--- src/design/k_stacks_shared_array_macros.svh ---
// Assertion macros for the shared-array stack block.
// Included by RTL files that carry concurrent checks; clocked on aclk, reset aresetn.
`ifndef K_STACKS_SHARED_ARRAY_MACROS_SVH
`define K_STACKS_SHARED_ARRAY_MACROS_SVH

`ifndef SYNTHESIS
// Same-cycle implication
`define KSS_ASSERT_IMP(label, ante, cons) \
    label: assert property (@(posedge aclk) disable iff (!aresetn) (ante) |-> (cons)) \
        else $error("assertion failed");
// Next-cycle implication
`define KSS_ASSERT_NEXT(label, ante, cons) \
    label: assert property (@(posedge aclk) disable iff (!aresetn) (ante) |=> (cons)) \
        else $error("assertion failed");
`else
`define KSS_ASSERT_IMP(label, ante, cons)
`define KSS_ASSERT_NEXT(label, ante, cons)
`endif

`endif

--- src/design/kss_pkg.sv ---
// Package for the shared-array stack block: sizes, codes and transaction types.
// No dependencies; used by kss_store and k_stacks_shared_array.
`default_nettype none

package kss_pkg;

    localparam int NUM_STACKS = 4;
    localparam int DEPTH      = 16;

    localparam int IDX_W     = $clog2(DEPTH);
    localparam int PTR_W     = IDX_W + 1;
    localparam int STK_IDX_W = (NUM_STACKS > 1) ? $clog2(NUM_STACKS) : 1;
    localparam int SID_W     = 2;
    localparam int VAL_W     = 32;

    localparam logic [PTR_W-1:0]        PTR_NULL = PTR_W'(DEPTH);
    localparam logic signed [VAL_W-1:0] INT_MAX  = 32'sh7fff_ffff;

    typedef enum logic {
        OP_PUSH = 1'b0,
        OP_POP  = 1'b1
    } op_t;

    typedef enum logic [1:0] {
        ST_OK        = 2'd0,
        ST_OVERFLOW  = 2'd1,
        ST_UNDERFLOW = 2'd2
    } status_t;

    typedef enum logic {
        S_IDLE = 1'b0,
        S_EXEC = 1'b1
    } state_t;

    typedef struct packed {
        op_t                      operation;
        logic [SID_W-1:0]         stack_id;
        logic signed [VAL_W-1:0]  item_value;
    } req_t;

    typedef struct packed {
        logic signed [VAL_W-1:0]  read_value;
        status_t                  status;
    } rsp_t;

    // Control from the sequencer to the entry store
    typedef struct packed {
        logic                     rd_en;
        logic [IDX_W-1:0]         rd_addr;
        logic [IDX_W-1:0]         wr_addr;
        logic                     link_we;
        logic [PTR_W-1:0]         link_wdata;
        logic                     data_we;
        logic signed [VAL_W-1:0]  data_wdata;
    } store_cmd_t;

endpackage

`default_nettype wire

--- src/design/k_stacks_shared_array.sv ---
// A transaction accepted in S_IDLE moves to S_EXEC, which writes its result to the output register.
// One transaction at a time: the store read is issued on acceptance and the link/data
// write-back follows in S_EXEC, before the next transaction can be accepted.
// A new transaction is taken while the previous result is being handed off.
// Reset (synchronous, aresetn low): all stacks empty, free list chains entries in order
// from 0; link entries use per-entry valid bits, so no clearing pass is needed.
`default_nettype none

`include "k_stacks_shared_array_macros.svh"

module k_stacks_shared_array (
    input  wire logic            aclk,
    input  wire logic            aresetn,
    input  wire logic            s_valid,
    output logic                 s_ready,
    input  wire kss_pkg::req_t   s_req,
    output logic                 m_valid,
    input  wire logic            m_ready,
    output kss_pkg::rsp_t        m_rsp
);

    kss_pkg::state_t                   state_reg, state_next;
    kss_pkg::req_t                     req_reg, req_next;
    logic [kss_pkg::PTR_W-1:0]         slot_reg, slot_next;
    logic [kss_pkg::PTR_W-1:0]         top_sel_reg, top_sel_next;
    logic                              err_reg, err_next;
    logic [kss_pkg::PTR_W-1:0]         free_head_reg, free_head_next;
    logic [kss_pkg::PTR_W-1:0]         stack_top_reg [kss_pkg::NUM_STACKS];
    logic                              m_valid_reg, m_valid_next;
    kss_pkg::rsp_t                     rsp_reg, rsp_next;

    logic                              top_we;
    logic [kss_pkg::PTR_W-1:0]         top_wdata;
    logic [kss_pkg::STK_IDX_W-1:0]     acc_sid;
    logic [kss_pkg::STK_IDX_W-1:0]     exec_sid;
    logic                              acc_exists;
    logic [kss_pkg::PTR_W-1:0]         acc_top;
    logic [kss_pkg::PTR_W-1:0]         acc_slot;
    logic                              acc_err;

    kss_pkg::store_cmd_t               cmd;
    logic [kss_pkg::PTR_W-1:0]         link_rdata;
    logic signed [kss_pkg::VAL_W-1:0]  data_rdata;

    kss_store u_store (
        .aclk       (aclk),
        .aresetn    (aresetn),
        .cmd        (cmd),
        .link_rdata (link_rdata),
        .data_rdata (data_rdata)
    );

    // Decode the incoming transaction against current stack state
    assign acc_sid    = kss_pkg::STK_IDX_W'(s_req.stack_id);
    assign exec_sid   = kss_pkg::STK_IDX_W'(req_reg.stack_id);
    assign acc_exists = int'(s_req.stack_id) < kss_pkg::NUM_STACKS;
    assign acc_top    = acc_exists ? stack_top_reg[acc_sid] : kss_pkg::PTR_NULL;
    assign acc_slot   = (s_req.operation == kss_pkg::OP_POP) ? acc_top : free_head_reg;
    assign acc_err    = !acc_exists || (acc_slot >= kss_pkg::PTR_NULL);

    // Next state, store control and result
    always_comb begin
        state_next     = state_reg;
        req_next       = req_reg;
        slot_next      = slot_reg;
        top_sel_next   = top_sel_reg;
        err_next       = err_reg;
        free_head_next = free_head_reg;
        m_valid_next   = m_valid_reg && !m_ready;
        rsp_next       = rsp_reg;
        top_we         = 1'b0;
        top_wdata      = slot_reg;
        cmd            = '0;
        s_ready        = 1'b0;

        case (state_reg)
            kss_pkg::S_IDLE: begin
                s_ready = !m_valid_reg || m_ready;
                if (s_valid && s_ready) begin
                    req_next     = s_req;
                    slot_next    = acc_slot;
                    top_sel_next = acc_top;
                    err_next     = acc_err;
                    cmd.rd_en    = 1'b1;
                    cmd.rd_addr  = acc_slot[kss_pkg::IDX_W-1:0];
                    state_next   = kss_pkg::S_EXEC;
                end
            end
            kss_pkg::S_EXEC: begin
                m_valid_next  = 1'b1;
                state_next    = kss_pkg::S_IDLE;
                cmd.wr_addr   = slot_reg[kss_pkg::IDX_W-1:0];
                if (req_reg.operation == kss_pkg::OP_PUSH) begin
                    rsp_next.read_value = '0;
                    if (err_reg) begin
                        rsp_next.status = kss_pkg::ST_OVERFLOW;
                    end else begin
                        rsp_next.status = kss_pkg::ST_OK;
                        // Take the free head, link it above the stack top
                        free_head_next  = link_rdata;
                        cmd.link_we     = 1'b1;
                        cmd.link_wdata  = top_sel_reg;
                        cmd.data_we     = 1'b1;
                        cmd.data_wdata  = req_reg.item_value;
                        top_we          = 1'b1;
                        top_wdata       = slot_reg;
                    end
                end else begin
                    if (err_reg) begin
                        rsp_next.read_value = kss_pkg::INT_MAX;
                        rsp_next.status     = kss_pkg::ST_UNDERFLOW;
                    end else begin
                        // Unlink the top entry and return it to the free list
                        rsp_next.read_value = data_rdata;
                        rsp_next.status     = kss_pkg::ST_OK;
                        top_we              = 1'b1;
                        top_wdata           = link_rdata;
                        cmd.link_we         = 1'b1;
                        cmd.link_wdata      = free_head_reg;
                        free_head_next      = slot_reg;
                    end
                end
            end
            default: begin
                state_next = kss_pkg::S_IDLE;
            end
        endcase
    end

    // Control registers
    always_ff @(posedge aclk) begin
        if (!aresetn) begin
            state_reg     <= kss_pkg::S_IDLE;
            free_head_reg <= '0;
            m_valid_reg   <= 1'b0;
            for (int i = 0; i < kss_pkg::NUM_STACKS; i++) begin
                stack_top_reg[i] <= kss_pkg::PTR_NULL;
            end
        end else begin
            state_reg     <= state_next;
            free_head_reg <= free_head_next;
            m_valid_reg   <= m_valid_next;
            if (top_we) begin
                stack_top_reg[exec_sid] <= top_wdata;
            end
        end
    end

    // Hold the transaction and result payload
    always_ff @(posedge aclk) begin
        req_reg     <= req_next;
        slot_reg    <= slot_next;
        top_sel_reg <= top_sel_next;
        err_reg     <= err_next;
        rsp_reg     <= rsp_next;
    end

    assign m_valid = m_valid_reg;
    assign m_rsp   = rsp_reg;

    `KSS_ASSERT_NEXT(a_accept_exec, s_valid && s_ready, state_reg == kss_pkg::S_EXEC)
    `KSS_ASSERT_NEXT(a_exec_result, state_reg == kss_pkg::S_EXEC, m_valid)
    `KSS_ASSERT_IMP(a_underflow_val,
        m_valid && m_rsp.status == kss_pkg::ST_UNDERFLOW,
        m_rsp.read_value == kss_pkg::INT_MAX)
    `KSS_ASSERT_IMP(a_overflow_val,
        m_valid && m_rsp.status == kss_pkg::ST_OVERFLOW,
        m_rsp.read_value == '0)

endmodule

`default_nettype wire

--- src/design/kss_store.sv ---
// Entry store: data memory and next-link memory, with registered reads.
// Depends on kss_pkg. Link entries read their reset chaining until first written.
`default_nettype none

module kss_store (
    input  wire logic                              aclk,
    input  wire logic                              aresetn,
    input  wire kss_pkg::store_cmd_t               cmd,
    output logic        [kss_pkg::PTR_W-1:0]       link_rdata,
    output logic signed [kss_pkg::VAL_W-1:0]       data_rdata
);

    logic        [kss_pkg::PTR_W-1:0] link_mem [kss_pkg::DEPTH];
    logic signed [kss_pkg::VAL_W-1:0] data_mem [kss_pkg::DEPTH];
    logic        [kss_pkg::DEPTH-1:0] link_vld_reg;

    logic        [kss_pkg::PTR_W-1:0] link_rd_reg;
    logic signed [kss_pkg::VAL_W-1:0] data_rd_reg;
    logic                             vld_rd_reg;
    logic        [kss_pkg::IDX_W-1:0] addr_rd_reg;

    // Write and read the memories
    always_ff @(posedge aclk) begin
        if (cmd.link_we) begin
            link_mem[cmd.wr_addr] <= cmd.link_wdata;
        end
        if (cmd.data_we) begin
            data_mem[cmd.wr_addr] <= cmd.data_wdata;
        end
        if (cmd.rd_en) begin
            link_rd_reg <= link_mem[cmd.rd_addr];
            data_rd_reg <= data_mem[cmd.rd_addr];
            vld_rd_reg  <= link_vld_reg[cmd.rd_addr];
            addr_rd_reg <= cmd.rd_addr;
        end
    end

    // Mark link entries as written; reset restores the initial chaining
    always_ff @(posedge aclk) begin
        if (!aresetn) begin
            link_vld_reg <= '0;
        end else if (cmd.link_we) begin
            link_vld_reg[cmd.wr_addr] <= 1'b1;
        end
    end

    // An unwritten link entry i points at i+1; the last one points at null
    assign link_rdata = vld_rd_reg ? link_rd_reg
                                   : kss_pkg::PTR_W'(addr_rd_reg) + kss_pkg::PTR_W'(1);
    assign data_rdata = data_rd_reg;

endmodule

`default_nettype wire

--- config.mk ---
export PLATFORM = sky130hd
export DESIGN_NAME = k_stacks_shared_array
export DESIGN_NICKNAME = d
export VERILOG_FILES = /design/src/design/kss_pkg.sv /design/src/design/k_stacks_shared_array.sv /design/src/design/kss_store.sv
export VERILOG_INCLUDE_DIRS = /design/src /design/src/design
export SDC_FILE = /design/constraint.sdc
export NUM_CORES = 1
export LEC_CHECK = 0
export BUFFER_PORTS_ARGS = -buffer_cell sky130_fd_sc_hd__buf_4
export CORE_AREA = 2 2 248 250
export CTS_CLUSTER_SIZE = 16
export DETAILED_ROUTE_END_ITERATION = 12
export DIE_AREA = 0 0 250 252
export PLACE_DENSITY = 0.67
export SLEW_MARGIN = 20
export SYNTH_ARGS = -nofsm -noshare
export SYNTH_HDL_FRONTEND = slang
export SYNTH_SLANG_ARGS = --single-unit
--- constraint.sdc ---
create_clock -name aclk -period 7.3 [get_ports aclk]
set_input_delay 0.365 -clock aclk [delete_from_list [all_inputs] [get_ports aclk]]
set_output_delay 0.365 -clock aclk [all_outputs]
set_load 0.05 [all_outputs]
==> results.sh <==
export IMPL_grt_pass1_wl_um=111000
export IMPL_largest_reg_flops=512
export IMPL_drive_above_1_share_pct=16.5
export IMPL_grt_ovfl_total=0
export IMPL_diodes=0
export IMPL_fmax_ghz=0.216
export IMPL_skew_ns=0.0212
export IMPL_port_buffers=74
export IMPL_slowest_stage="buf_4"
export IMPL_reg2reg_slack_ns=2.68
export IMPL_grt_max_degree=136
export IMPL_clockBufferDepth=3
export IMPL_grt_total_usage_pct=23.7
export IMPL_final_cell_mix="edfxtp_1 (733), nor3_1 (155), nand2_1 (140), buf_4 (114), nor2_1 (107)"
export IMPL_p_total_w=0.00905
export IMPL_top_register="u_store.data_mem"
export IMPL_fin_util_pct=56.5
export IMPL_die_height_um=252
export IMPL_hold_path_end="exec_sid[1]$_DFFE_PP_"
export IMPL_fill_cells=4732
export IMPL_die_w_um=250
export IMPL_initial_core_util_pct=49.8
export IMPL_status="completed"
export IMPL_r2r_start="state_reg$_SDFF_PP0_"
export IMPL_ios=75
export IMPL_wl_um=74700
export IMPL_grt_pass1_vias=17438
export IMPL_root_buffer="clkbuf_16"
export IMPL_crit_path_frequent_cell="buf_4"
export IMPL_insertion_delay_ns=0.61
export IMPL_synthesis_nets=2035
export IMPL_leakage_nw=10.9
export IMPL_cp_startpoint="state_reg$_SDFF_PP0_"
export IMPL_ys_ff_latch=756
export IMPL_synthCells=1995
export IMPL_drtIter0Drc=2150
export IMPL_holdPathStages=1
export IMPL_cts_tree="built"
export IMPL_max_stage_delay_ns=0.88
export IMPL_rr_endpoint="u_store.data_rdata[16]$_DFFE_PP_"
export IMPL_ys_types=48
export IMPL_final_common_cell="edfxtp_1"
export IMPL_max_slew_margin_pct=25.1
export IMPL_rsz0062_at_grt="no"
export IMPL_hold_start="s_req[33]"
export IMPL_core_area_um2=60100
export IMPL_rows=90
export IMPL_ys_warn_count=0
export IMPL_finalWeightedCongestion=0.787
export IMPL_drt_first_pass_iters=7
export IMPL_critPathCaptureType="register"
export IMPL_critical_path_max_fanout=135
export IMPL_cap_viol_max_count=0
export IMPL_dp_hpwl_um=36900
export IMPL_cp_required_ns=7.64
export IMPL_worstMarginPinSlew_ns=1.12
export IMPL_ys_seq_area_share_pct=75.0
export IMPL_critPathLaunchType="register"
export IMPL_htreeDepth=3
export IMPL_path_cells="buf_4 > nand2b_1 > or2_4 > inv_6 > nand2_8 > buf_4 > nor3_1 > a211oi_1 > a211oi_2"
export IMPL_via_per_inst=6.19
export IMPL_synthesis_area_um2=30000
export IMPL_clk_transition_reported_paths_ns=0.06
export IMPL_antenna_found_initial=0
export IMPL_layout_cells_non_filler=2903
export IMPL_fin_crit_sh_pct=63.3
export IMPL_via_count=17979
export IMPL_syn_avg_cell_area_um2=15.0
export IMPL_fin_nets=2107
export IMPL_area_growth_syn_to_layout_pct=13.3
export IMPL_drtAntennaViolNets=0
export IMPL_timing_hold_violations_final=0
export IMPL_async_flop_share_pct=0
export IMPL_power_density_nw_per_um2=266
export IMPL_reg2reg_depth=9
export IMPL_post_route_drc_count=0
export IMPL_cts_buffers=77
export IMPL_synth_enable_flop_cells=733
export IMPL_critPathKind="register to register"
export IMPL_die_area_um2=63000
export IMPL_arrival_ns=4.97
export IMPL_synthFlopType="edfxtp_1"
export IMPL_tns_ns=0
export IMPL_finalSetupViolations=0
export IMPL_peakVddDrop_mv=0.168
export IMPL_slew_violations=0
export IMPL_hold_class="input pin to register"
export IMPL_min_period_ns=4.62
export IMPL_dp_cells=2737
export IMPL_clock_sinks=756
export IMPL_wire_per_inst_um=25.7
[cell families after synthesis]
| kind of cell | Yosys count | share of synthesized area [%] |
|---|---|---|
| buffers and inverters | 165 | 2.41 |
| AO/OA/AOI/OAI | 373 | 8.87 |
| XOR/XNOR | 2 | 0.0585 |
| multiplexers | 136 | 5.01 |
| adder cells (fa/ha/maj) | 1 | 0.0417 |
| flip-flops | 756 | 75.0 |
| AND/OR/NAND/NOR | 562 | 8.62 |
[stage by stage]
step,cell area [µm²],setup WS [ns],hold WS [ns]
2_1_floorplan,30000,1.90,0.435
3_3_place_gp,31300,2.77,0.444
3_5_place_dp,31300,2.70,0.456
4_1_cts,33900,2.72,0.0180
5_1_grt,34000,2.42,0.0378
6_report,34000,2.68,0.0358
[cell usage after synthesis, types with 8 or more instances]
master / n / area share, %
nand2_1: 141 / 1.8
a31oi_1: 37 / 0.77
nor3_1: 167 / 2.8
buf_1: 11 / 0.14
nor2_1: 112 / 1.4
buf_4: 8 / 0.20
a21oi_1: 80 / 1.3
dfxtp_1: 23 / 1.5
buf_2: 29 / 0.48
o21a_1: 48 / 1.2
clkbuf_1: 101 / 1.3
a221o_1: 37 / 1.2
edfxtp_1: 733 / 73
mux2i_1: 53 / 1.8
mux2_2: 79 / 3.0
nand2b_1: 10 / 0.21
a211oi_2: 20 / 0.84
nand3_1: 77 / 1.3
a211oi_1: 91 / 2.3
o21ai_0: 43 / 0.72
and2_1: 35 / 0.73
[layout make-up]
cell class	instances	area, µm²	area share [%]
Clock buffer	109	2160	6.36
Clock inverter	24	169	0.497
Inverter	11	51.3	0.151
Multi-Input combinational cell	1074	6940	20.4
Sequential cell	756	22500	66.2
Tap cell	782	978	2.88
Timing Repair Buffer	147	1190	3.51
[worst max path at each step]
stage | to | slack, ns
floorplan | u_store.data_mem[9][0]$_DFFE_PP_ | 1.90
global placement | u_store.data_rdata[19]$_DFFE_PP_ | 2.77
detailed placement | u_store.data_rdata[5]$_DFFE_PP_ | 2.70
CTS | u_store.data_rdata[5]$_DFFE_PP_ | 2.72
global route | u_store.data_rdata[9]$_DFFE_PP_ | 2.42
finish | u_store.data_rdata[16]$_DFFE_PP_ | 2.68
[timing repair]
action	4_1_cts	5_1_grt
hold endpoints to repair	32	0
endpoints found under the setup margin	0	0
setup buffers	0	0
hold buffers	32	0
gates resized for setup	0	0
[worst max-delay path, delay by kind of cell, from the launching register on]
| kind | cells | cell delay (ns) |
|---|---|---|
| buf+inv | 3 | 1.74 |
| simple gates | 4 | 1.67 |
| flops | 1 | 0.31 |
| compound gates | 2 | 0.38 |
[routing by layer]
layer / part of all wire [%] / global-route usage [%] / up-vias
met4: 2.5 / 7.73 / 0
li1: - / - / 7836
met2: 47 / 37.8 / 947
met1: 41 / 33.8 / 9057
met5: 0 / 0 / -
met3: 9.1 / 3.41 / 139
[report_power, final]
group	switching [W]	internal, W	total [W]
Clock	0.00157	0.00212	0.00369
Sequential	0.0000366	0.00480	0.00484
Combinational	0.000366	0.000158	0.000524
Power figures use the tool's default switching activity.
